## config.mk

```make
export PLATFORM = sky130hd
export DESIGN_NAME = lqrm_out_skid
export DESIGN_NICKNAME = d
export VERILOG_FILES = /design/src/rtl/lqr_quad_motor_mixer_macros.svh /design/src/rtl/lqrm_pkg.sv /design/src/rtl/lqrm_out_skid.sv
export SDC_FILE = /design/constraint.sdc
export NUM_CORES = 1
export LEC_CHECK = 0
export ABC_AREA = 0
export BUFFER_PORTS_ARGS = -buffer_cell sky130_fd_sc_hd__buf_2
export CORE_ASPECT_RATIO = 1.25
export CORE_MARGIN = 2
export CORE_UTILIZATION = 51
export CTS_BUF_LIST = sky130_fd_sc_hd__clkbuf_16
export DETAILED_ROUTE_END_ITERATION = 16
export GPL_TIMING_DRIVEN = 0
export PLACE_DENSITY = 0.78
export SLEW_MARGIN = 20
export SYNTH_ARGS = -nofsm -noshare
export SYNTH_HDL_FRONTEND = slang
export SYNTH_SLANG_ARGS = --single-unit
```

## constraint.sdc

```tcl
create_clock -name clock -period 8.2 [get_ports clock]
set_input_delay 2.46 -clock clock [delete_from_list [all_inputs] [get_ports clock]]
set_output_delay 2.46 -clock clock [all_outputs]
set_load 0.1 [all_outputs]
```

## src/rtl/lqr_quad_motor_mixer_macros.svh

```systemverilog
// Assertion macros used by the mixer top level.
`ifndef LQR_QUAD_MOTOR_MIXER_MACROS_SVH
`define LQR_QUAD_MOTOR_MIXER_MACROS_SVH

// The consequent must hold in the same cycle as the antecedent.
`define LQRM_ASSERT_SAME(label, clk, rst, ante, cons) \
   label: assert property (@(posedge clk) disable iff (rst) (ante) |-> (cons)) \
      else $error("lqrm assertion failed");

// The consequent must hold in the cycle after the antecedent.
`define LQRM_ASSERT_NEXT(label, clk, rst, ante, cons) \
   label: assert property (@(posedge clk) disable iff (rst) (ante) |=> (cons)) \
      else $error("lqrm assertion failed");

`endif

```

## src/rtl/lqrm_pkg.sv

```systemverilog
// Types, constants and register codes of the quadrotor motor mixer.
package lqrm_pkg;

   localparam int unsigned MOTOR_COUNT = 4;
   localparam int unsigned DEG_COUNT   = 9;
   localparam int unsigned DEG_W       = 32;
   localparam int unsigned GAIN_W      = 32;
   localparam int unsigned BASE_W      = 16;
   localparam int unsigned POWER_W     = 16;
   localparam int unsigned RAD_W       = 27;
   localparam int unsigned YSUM_W      = RAD_W + 1;
   localparam int unsigned MIX_W       = 29;
   localparam int unsigned SUM_W       = 64;
   localparam int unsigned T_W         = 33;

   // Slots of the degree inputs, in beat order.
   localparam int unsigned SLOT_ANGLE_ROLL  = 0;
   localparam int unsigned SLOT_ANGLE_PITCH = 1;
   localparam int unsigned SLOT_ANGLE_YAW   = 2;
   localparam int unsigned SLOT_RATE_ROLL   = 3;
   localparam int unsigned SLOT_RATE_PITCH  = 4;
   localparam int unsigned SLOT_RATE_YAW    = 5;
   localparam int unsigned SLOT_REF_ROLL    = 6;
   localparam int unsigned SLOT_REF_PITCH   = 7;
   localparam int unsigned SLOT_REF_YAW     = 8;

   // pi/180 in Q32, and the thrust-to-PWM polynomial coefficients.
   localparam logic signed [27:0]      D2R_Q32    = 28'sd74961321;
   localparam logic [24:0]             POLY_A_Q8  = 25'd19487921;
   localparam logic signed [26:0]      POLY_B_Q8  = 27'sd38157978;
   localparam logic signed [SUM_W-1:0] POLY_C_Q36 = 64'sd78044709729075;
   localparam logic signed [SUM_W-1:0] T_LIMIT_Q44 = 64'sh0000_8000_0000_0000;

   // Bit m set where the sign of that matrix column is negative for motor m.
   localparam logic [MOTOR_COUNT-1:0] NEG_ROLL  = 4'b0011;
   localparam logic [MOTOR_COUNT-1:0] NEG_PITCH = 4'b0110;
   localparam logic [MOTOR_COUNT-1:0] NEG_PRATE = 4'b1001;
   localparam logic [MOTOR_COUNT-1:0] NEG_YAW   = 4'b0101;

   // Register file.
   localparam int unsigned CSR_ADDR_W = 4;
   localparam logic [1:0] REG_ANGLE_GAIN        = 2'd0;
   localparam logic [1:0] REG_ANGLE_RATE_GAIN   = 2'd1;
   localparam logic [1:0] REG_HEADING_GAIN      = 2'd2;
   localparam logic [1:0] REG_HEADING_RATE_GAIN = 2'd3;

   localparam logic signed [GAIN_W-1:0] RESET_ANGLE_GAIN        = 32'sd18790482;
   localparam logic signed [GAIN_W-1:0] RESET_ANGLE_RATE_GAIN   = 32'sd8053064;
   localparam logic signed [GAIN_W-1:0] RESET_HEADING_GAIN      = 32'sd134218;
   localparam logic signed [GAIN_W-1:0] RESET_HEADING_RATE_GAIN = 32'sd5368709;

   typedef logic signed [GAIN_W-1:0] gain_type;

   typedef struct packed {
      gain_type angle;
      gain_type angle_rate;
      gain_type heading;
      gain_type heading_rate;
   } gains_type;

   typedef struct packed {
      logic [MOTOR_COUNT-1:0][MIX_W-1:0] ang_mix;
      logic [MOTOR_COUNT-1:0][MIX_W-1:0] rate_mix;
      logic [RAD_W-1:0]                  yaw_angle;
      logic [YSUM_W-1:0]                 yaw_sum;
      logic [BASE_W-1:0]                 base;
   } mix_type;

   typedef struct packed {
      logic [MOTOR_COUNT-1:0][T_W-1:0] thrust;
      logic [BASE_W-1:0]               base;
   } thrust_type;

   typedef logic [MOTOR_COUNT-1:0][POWER_W-1:0] power_type;

endpackage

```

## src/rtl/lqrm_out_skid.sv

```systemverilog
// Output register with a skid entry that holds one beat while the receiver stalls.
module lqrm_out_skid
   import lqrm_pkg::*;
(
   input  logic      clock,
   input  logic      reset,
   input  logic      in_valid,
   input  power_type in_data,
   output logic      in_ready,
   output logic      out_valid,
   output power_type out_data,
   input  logic      out_ready
);

   logic      out_valid_ff;
   logic      out_valid_in;
   power_type out_data_ff;
   power_type out_data_in;
   logic      skid_valid_ff;
   logic      skid_valid_in;
   power_type skid_data_ff;
   power_type skid_data_in;

   always_comb begin
      out_valid_in  = out_valid_ff;
      out_data_in   = out_data_ff;
      skid_valid_in = skid_valid_ff;
      skid_data_in  = skid_data_ff;
      if (skid_valid_ff) begin
         if (out_ready) begin
            out_valid_in  = 1'b1;
            out_data_in   = skid_data_ff;
            skid_valid_in = 1'b0;
         end
      end else if (out_valid_ff && !out_ready) begin
         if (in_valid) begin
            skid_valid_in = 1'b1;
            skid_data_in  = in_data;
         end
      end else begin
         out_valid_in = in_valid;
         out_data_in  = in_data;
      end
   end

   always_ff @(posedge clock) begin
      if (reset) begin
         out_valid_ff  <= 1'b0;
         skid_valid_ff <= 1'b0;
      end else begin
         out_valid_ff  <= out_valid_in;
         skid_valid_ff <= skid_valid_in;
      end
   end

   always_ff @(posedge clock) begin
      out_data_ff  <= out_data_in;
      skid_data_ff <= skid_data_in;
   end

   assign in_ready  = !skid_valid_ff;
   assign out_valid = out_valid_ff;
   assign out_data  = out_data_ff;

endmodule

```

==> results of run 1 <==
-- state kept, by name, indices dropped and copies added (netlist names) --
name and count:
out_data 64, skid_data_ff 64, skid_valid_ff 1, out_valid 1
-- metal layers --
layer  GRT usage, %  wire [µm]
met5              0          0
met4           8.41        145
met1           21.6       3390
met2           28.4       4260
met3           6.90        581
-- worst max-delay path, stage by stage, from the launching register on --
cell     delay, ns
dfxtp_1       0.30
buf_6         0.13
buf_8         0.14
buf_8         0.15
inv_2         0.05
buf_2         0.41
-- cells in the final DEF, fill, tap and decap left out, types with 2 or more instances in the layout --
cell type | netlist | final
mux2_4 | 6 | 6
mux2_2 | 58 | 58
buf_6 | 1 | 3
bufinv_16 | 0 | 5
buf_2 | 5 | 138
edfxtp_1 | 128 | 128
buf_8 | 2 | 2
dfxtp_1 | 2 | 2
clkbuf_16 | 0 | 17
buf_4 | 0 | 5
clkinv_2 | 0 | 3
inv_1 | 0 | 4
-- synthesized netlist by cell type --
master / instances / area share [%]
a211oi_1: 1 / 0.16
a21oi_1: 1 / 0.11
buf_2: 5 / 0.53
buf_6: 1 / 0.24
buf_8: 2 / 0.63
dfxtp_1: 2 / 0.84
edfxtp_1: 128 / 81
inv_2: 1 / 0.079
mux2_2: 58 / 14
mux2_4: 6 / 1.9
mux2i_1: 1 / 0.21
nand2_1: 1 / 0.079
nand2b_1: 1 / 0.13
nor3_1: 1 / 0.11
o21bai_1: 1 / 0.16
-- path summary, 6_finish.rpt --
kind                          from          endpoint  slack, ns  cells past startpoint
hold reg to reg   skid_data_ff[60]      out_data[60]       0.54                      1
setup / recovery     skid_valid_ff          in_ready       4.15                      5
setup reg to reg     skid_valid_ff  skid_data_ff[39]       5.92                      7
hold / removal    skid_data_ff[60]      out_data[60]       0.54                      1
-- kinds of logic after synthesis --
group	count (synthesis)	share of synthesized area, %
flops	130	81.9
compound gates	3	0.422
mux	65	15.9
buf+inv	9	1.48
simple gates	3	0.317
-- area by class of cell --
type | instances | area share [%]
Sequential cell | 130 | 61.5
Multi-Input combinational cell | 71 | 12.7
Timing Repair Buffer | 142 | 12.3
Clock buffer | 17 | 6.74
Clock inverter | 15 | 3.17
Tap cell | 123 | 2.44
Buffer | 8 | 1.05
Inverter | 1 | 0.0595
-- metrics by stage --
| step | util [%] | instances |
|---|---|---|
| after floorplan | - | 210 |
| after global placement | 61.3 | 466 |
| after detailed placement | 62.6 | 475 |
| after CTS | 69.5 | 507 |
| after global routing | 69.5 | 507 |
| final | 69.5 | 507 |
-- power groups by stage --
stage | Combinational, mW | Sequential [mW] | Clock [mW]
after floorplan | 0.0350 | 1.00 | 0
after global placement | 0.292 | 0.799 | 0
after detailed placement | 0.302 | 0.795 | 0
after CTS | 0.303 | 0.782 | 0.800
after global routing | 0.310 | 0.785 | 0.828
final | 0.301 | 0.782 | 0.789
==> results.py, run 1 <==
metrics = {
    "status": {
        "outcome": "finished clean",
    },
    "route": {
        "drtIter0Drc": 155,
        "vias": 2493,
        "remaining_drc_errors": 0,
        "avgRoutedWirePerCell_um": 16.5,
        "vias_per_cell": 4.92,
        "drt_pass1_iterations": 4,
        "wirelength_um": 8370,
        "drtAntennaViolNets": 0,
    },
    "sta": {
        "hold_violations": 0,
        "tns_ns": 0,
        "tightestPinTransition_ns": 0.660,
        "fin_ws_ns": 4.15,
        "rsz0062_at_grt": "no",
        "setup_viol_count_final": 0,
        "period_share_pct": 49.4,
        "relSlewSlack_pct": 55.9,
        "hold_ws_ns": 0.545,
        "clock-skew-final_ns": 0.00632,
        "fmax_mhz": 247,
        "min_period_ns": 4.05,
        "finalMaxSlewViolations": 0,
    },
    "critical_path": {
        "worstSetupPathType": "reg2out",
        "required_ns": 5.74,
        "cp_max_fo": 10,
        "cp-end-kind": "output pin",
        "start_kind": "flop",
        "cp.arrival_ns": 1.59,
    },
    "layout": {
        "syn2layout_area_growth_pct": 33.1,
        "drive_above_1_share_pct": 63.5,
        "n_antenna_cell": 0,
        "fill_cells": 640,
        "fin_area_um2": 6310,
        "regArea_um2": 3880,
        "multi_input_area_um2": 805,
        "fin_nets": 439,
    },
    "floorplan": {
        "row_count": 39,
        "die_area_um2": 10100,
        "initial_core_util_pct": 52.2,
        "pin_count": 134,
        "core_area_um2": 9080,
        "die_y_um": 112,
        "die_x_um": 90.2,
    },
    "pwr": {
        "clockPowerShare_pct": 42.2,
        "switchingPower_mw": 0.512,
        "p_int_mw": 1.36,
        "p_sw_share_pct": 27.4,
        "pwr-share-comb_pct": 16.1,
        "seq_power_share_pct": 41.8,
        "power_leakage_nw": 2.48,
        "power_mw": 1.87,
        "ir_worst_vdd_uv": 213,
        "power_density_nw_per_um2": 296,
    },
    "clocking": {
        "cts-root-buf": "clkbuf_16",
        "htree_levels": 4,
        "cts_resized": 0,
        "cts_tree": "built",
        "cts_setup_buffers": 0,
        "cts_buffers": 17,
        "clock_sinks": 130,
        "hold_buffers": 0,
        "clockBufferDepth": 2,
        "clock_latency_ns": 0.40,
        "clkTransAtPathRegs_ns": 0.06,
    },
    "yosys": {
        "yosys.cell_types.count": 15,
        "ys_seq_area_share_pct": 81.9,
        "syn_avg_cell_area_um2": 22.6,
        "netlist_area_um2": 4740,
        "syn_nets": 278,
        "ys_warn_count": 0,
        "synth_seq_cells": 130,
        "synthCells": 210,
    },
    "global_route": {
        "grt_max_degree": 26,
        "grt_pass1_vias": 2678,
        "grt_overflow": 0,
        "antenna_found_initial": 0,
        "grt_pass1_wl_um": 13600,
        "grt_use_total_pct": 17.8,
    },
    "placement": {
        "dp_worst_setup_slack_ns": 4.03,
        "placed_cell_area_um2": 5690,
        "post-dp-hpwl_um": 5900,
        "globalplace.congestion": 0.720,
        "numPortBuffers": 133,
    },
    "hold_path": {
        "hold_path_class": "reg2reg",
    },
    "flow_run": {
        "max_cap_viol_count": 0,
    },
}
No activity file was read; power rests on OpenSTA's default activity.
==> run 2: changes to the inputs <==
==> constraint.sdc (replaced) <==
create_clock -name clock -period 4.2 [get_ports clock]
set_input_delay 1.26 -clock clock [delete_from_list [all_inputs] [get_ports clock]]
set_output_delay 1.26 -clock clock [all_outputs]
set_load 0.1 [all_outputs]
==> run 2 against run 1 <==
  * Utilization about the same
  * Combinational power up 95%
  * Flip-flop and latch count unchanged
  * Clock skew up 0.0017 ns
  * Critical path depth unchanged
  * Die area is the same
  * Cell area is essentially flat
  * Global-route usage shrank 0.87 points
  * Count of clock-buffer cells in the layout did not move
  * First-iteration DRC count shrank 4.5%
  * Power grew 93%
  * Register-to-register slack worse by 3.8 ns
  * Largest cell class unchanged
  * Highest routed layer is now met5
==> results.py, run 2 (synthesis gave the netlist of run 1 again) <==
metrics = {
    "flow_run": {
        "max_cap_viol_count": 0,
    },
    "sta": {
        "rsz0062_at_grt": "no",
        "tns_ns": 0,
        "fmax_mhz": 351,
        "clock-skew-final_ns": 0.00799,
        "min_period_ns": 2.85,
        "tightestPinTransition_ns": 0.778,
        "setup_viol_count_final": 0,
        "hold_violations": 0,
        "period_share_pct": 67.8,
        "relSlewSlack_pct": 47.9,
        "finalMaxSlewViolations": 0,
        "hold_ws_ns": 0.544,
    },
    "hold_path": {
        "hold_path_class": "reg2reg",
    },
    "clocking": {
        "cts_tree": "built",
        "hold_buffers": 0,
        "clkTransAtPathRegs_ns": 0.05,
        "clock_latency_ns": 0.40,
        "clockBufferDepth": 2,
        "cts_resized": 0,
        "htree_levels": 4,
        "cts_buffers": 17,
        "cts_setup_buffers": 0,
        "clock_sinks": 130,
        "cts-root-buf": "clkbuf_16",
    },
    "global_route": {
        "grt_use_total_pct": 17.0,
        "grt_overflow": 0,
        "grt_pass1_vias": 2582,
        "antenna_found_initial": 1,
        "grt_max_degree": 26,
        "grt_pass1_wl_um": 12900,
    },
    "placement": {
        "numPortBuffers": 133,
        "post-dp-hpwl_um": 5770,
        "globalplace.congestion": 0.734,
        "dp_cells": 472,
    },
    "route": {
        "drtAntennaViolNets": 0,
        "drt_pass1_iterations": 4,
        "remaining_drc_errors": 0,
        "drtIter0Drc": 148,
        "wirelength_um": 8160,
        "avgRoutedWirePerCell_um": 16.2,
        "vias": 2466,
        "vias_per_cell": 4.89,
    },
    "floorplan": {
        "die_area_um2": 10100,
        "initial_core_util_pct": 52.2,
        "row_count": 39,
        "pin_count": 134,
        "die_x_um": 90.2,
        "core_area_um2": 9080,
        "die_y_um": 112,
    },
    "layout": {
        "fin_nets": 436,
        "fin_util_pct": 69.5,
        "regArea_um2": 3880,
        "fill_cells": 630,
        "drive_above_1_share_pct": 63.8,
        "layout_commonest_cell": "buf_2",
        "syn2layout_area_growth_pct": 33.1,
        "layout_common_cells": "buf_2 (138), edfxtp_1 (128), mux2_2 (58)",
        "multi_input_area_um2": 811,
        "n_antenna_cell": 0,
        "instances_no_fill": 504,
    },
    "pwr": {
        "power_mw": 3.61,
        "ir_worst_vdd_uv": 342,
        "power_density_nw_per_um2": 572,
        "power_leakage_nw": 2.45,
    },
    "status": {
        "outcome": "finished clean",
    },
    "critical_path": {
        "start_kind": "flop",
        "cp-end-kind": "output pin",
        "required_ns": 2.94,
        "worstSetupPathType": "reg2out",
        "cp.arrival_ns": 1.59,
        "cp_max_fo": 10,
    },
}
run 2: cell count changes in the layout (fill, tap and decap cells not counted), sizes merged:
cell    previous run  this run
clkinv             5         9
buf              150       147
inv                5         2
bufinv             5         4
run 2: final cells by class:
type | instances | area share [%]
Sequential cell | 130 | 61.6
Clock buffer | 17 | 6.74
Clock inverter | 15 | 3.05
Timing Repair Buffer | 139 | 12.3
Inverter | 1 | 0.0595
Multi-Input combinational cell | 71 | 12.8
Tap cell | 123 | 2.44
Buffer | 8 | 1.05
run 2: through the flow:
stage	cell area (µm²)	worst slack, ns
2_1_floorplan	4760	0.834
3_3_place_gp	5580	0.0206
3_5_place_dp	5690	1.38
4_1_cts	6310	1.32
5_1_grt	6310	1.29
6_report	6310	1.35
run 2: path summary, 6_finish.rpt:
check	endpoint	cells past startpoint	slack, ns	from
worst max-delay path	in_ready	5	1.35	skid_valid_ff
worst min-delay path	out_data[18]	1	0.54	skid_data_ff[18]
worst max register to register	skid_data_ff[20]	6	2.11	skid_valid_ff
worst min register to register	out_data[18]	1	0.54	skid_data_ff[18]
run 2: worst max-delay path, cell delays in order, from the launching register on:
cell and delay [ns]:
dfxtp_1 0.30, buf_6 0.13, buf_8 0.14, buf_8 0.15, inv_2 0.06, buf_2 0.41
run 2: routing by layer:
metal  routed length [µm]  part of all wire (%)  GRT usage (%)
met5                   13                  0.16              0
met3                  492                   6.0           6.09
met4                   78                  0.96           6.77
met1                 3380                    41           20.2
met2                 4200                    51           28.3
run 2: report_power, final:
| group | internal, mW | switching (mW) | leakage, nW |
|---|---|---|---|
| combinational | 0.106 | 0.482 | 0.891 |
| sequential | 1.51 | 0.0166 | 1.26 |
| clock | 0.988 | 0.510 | 0.303 |
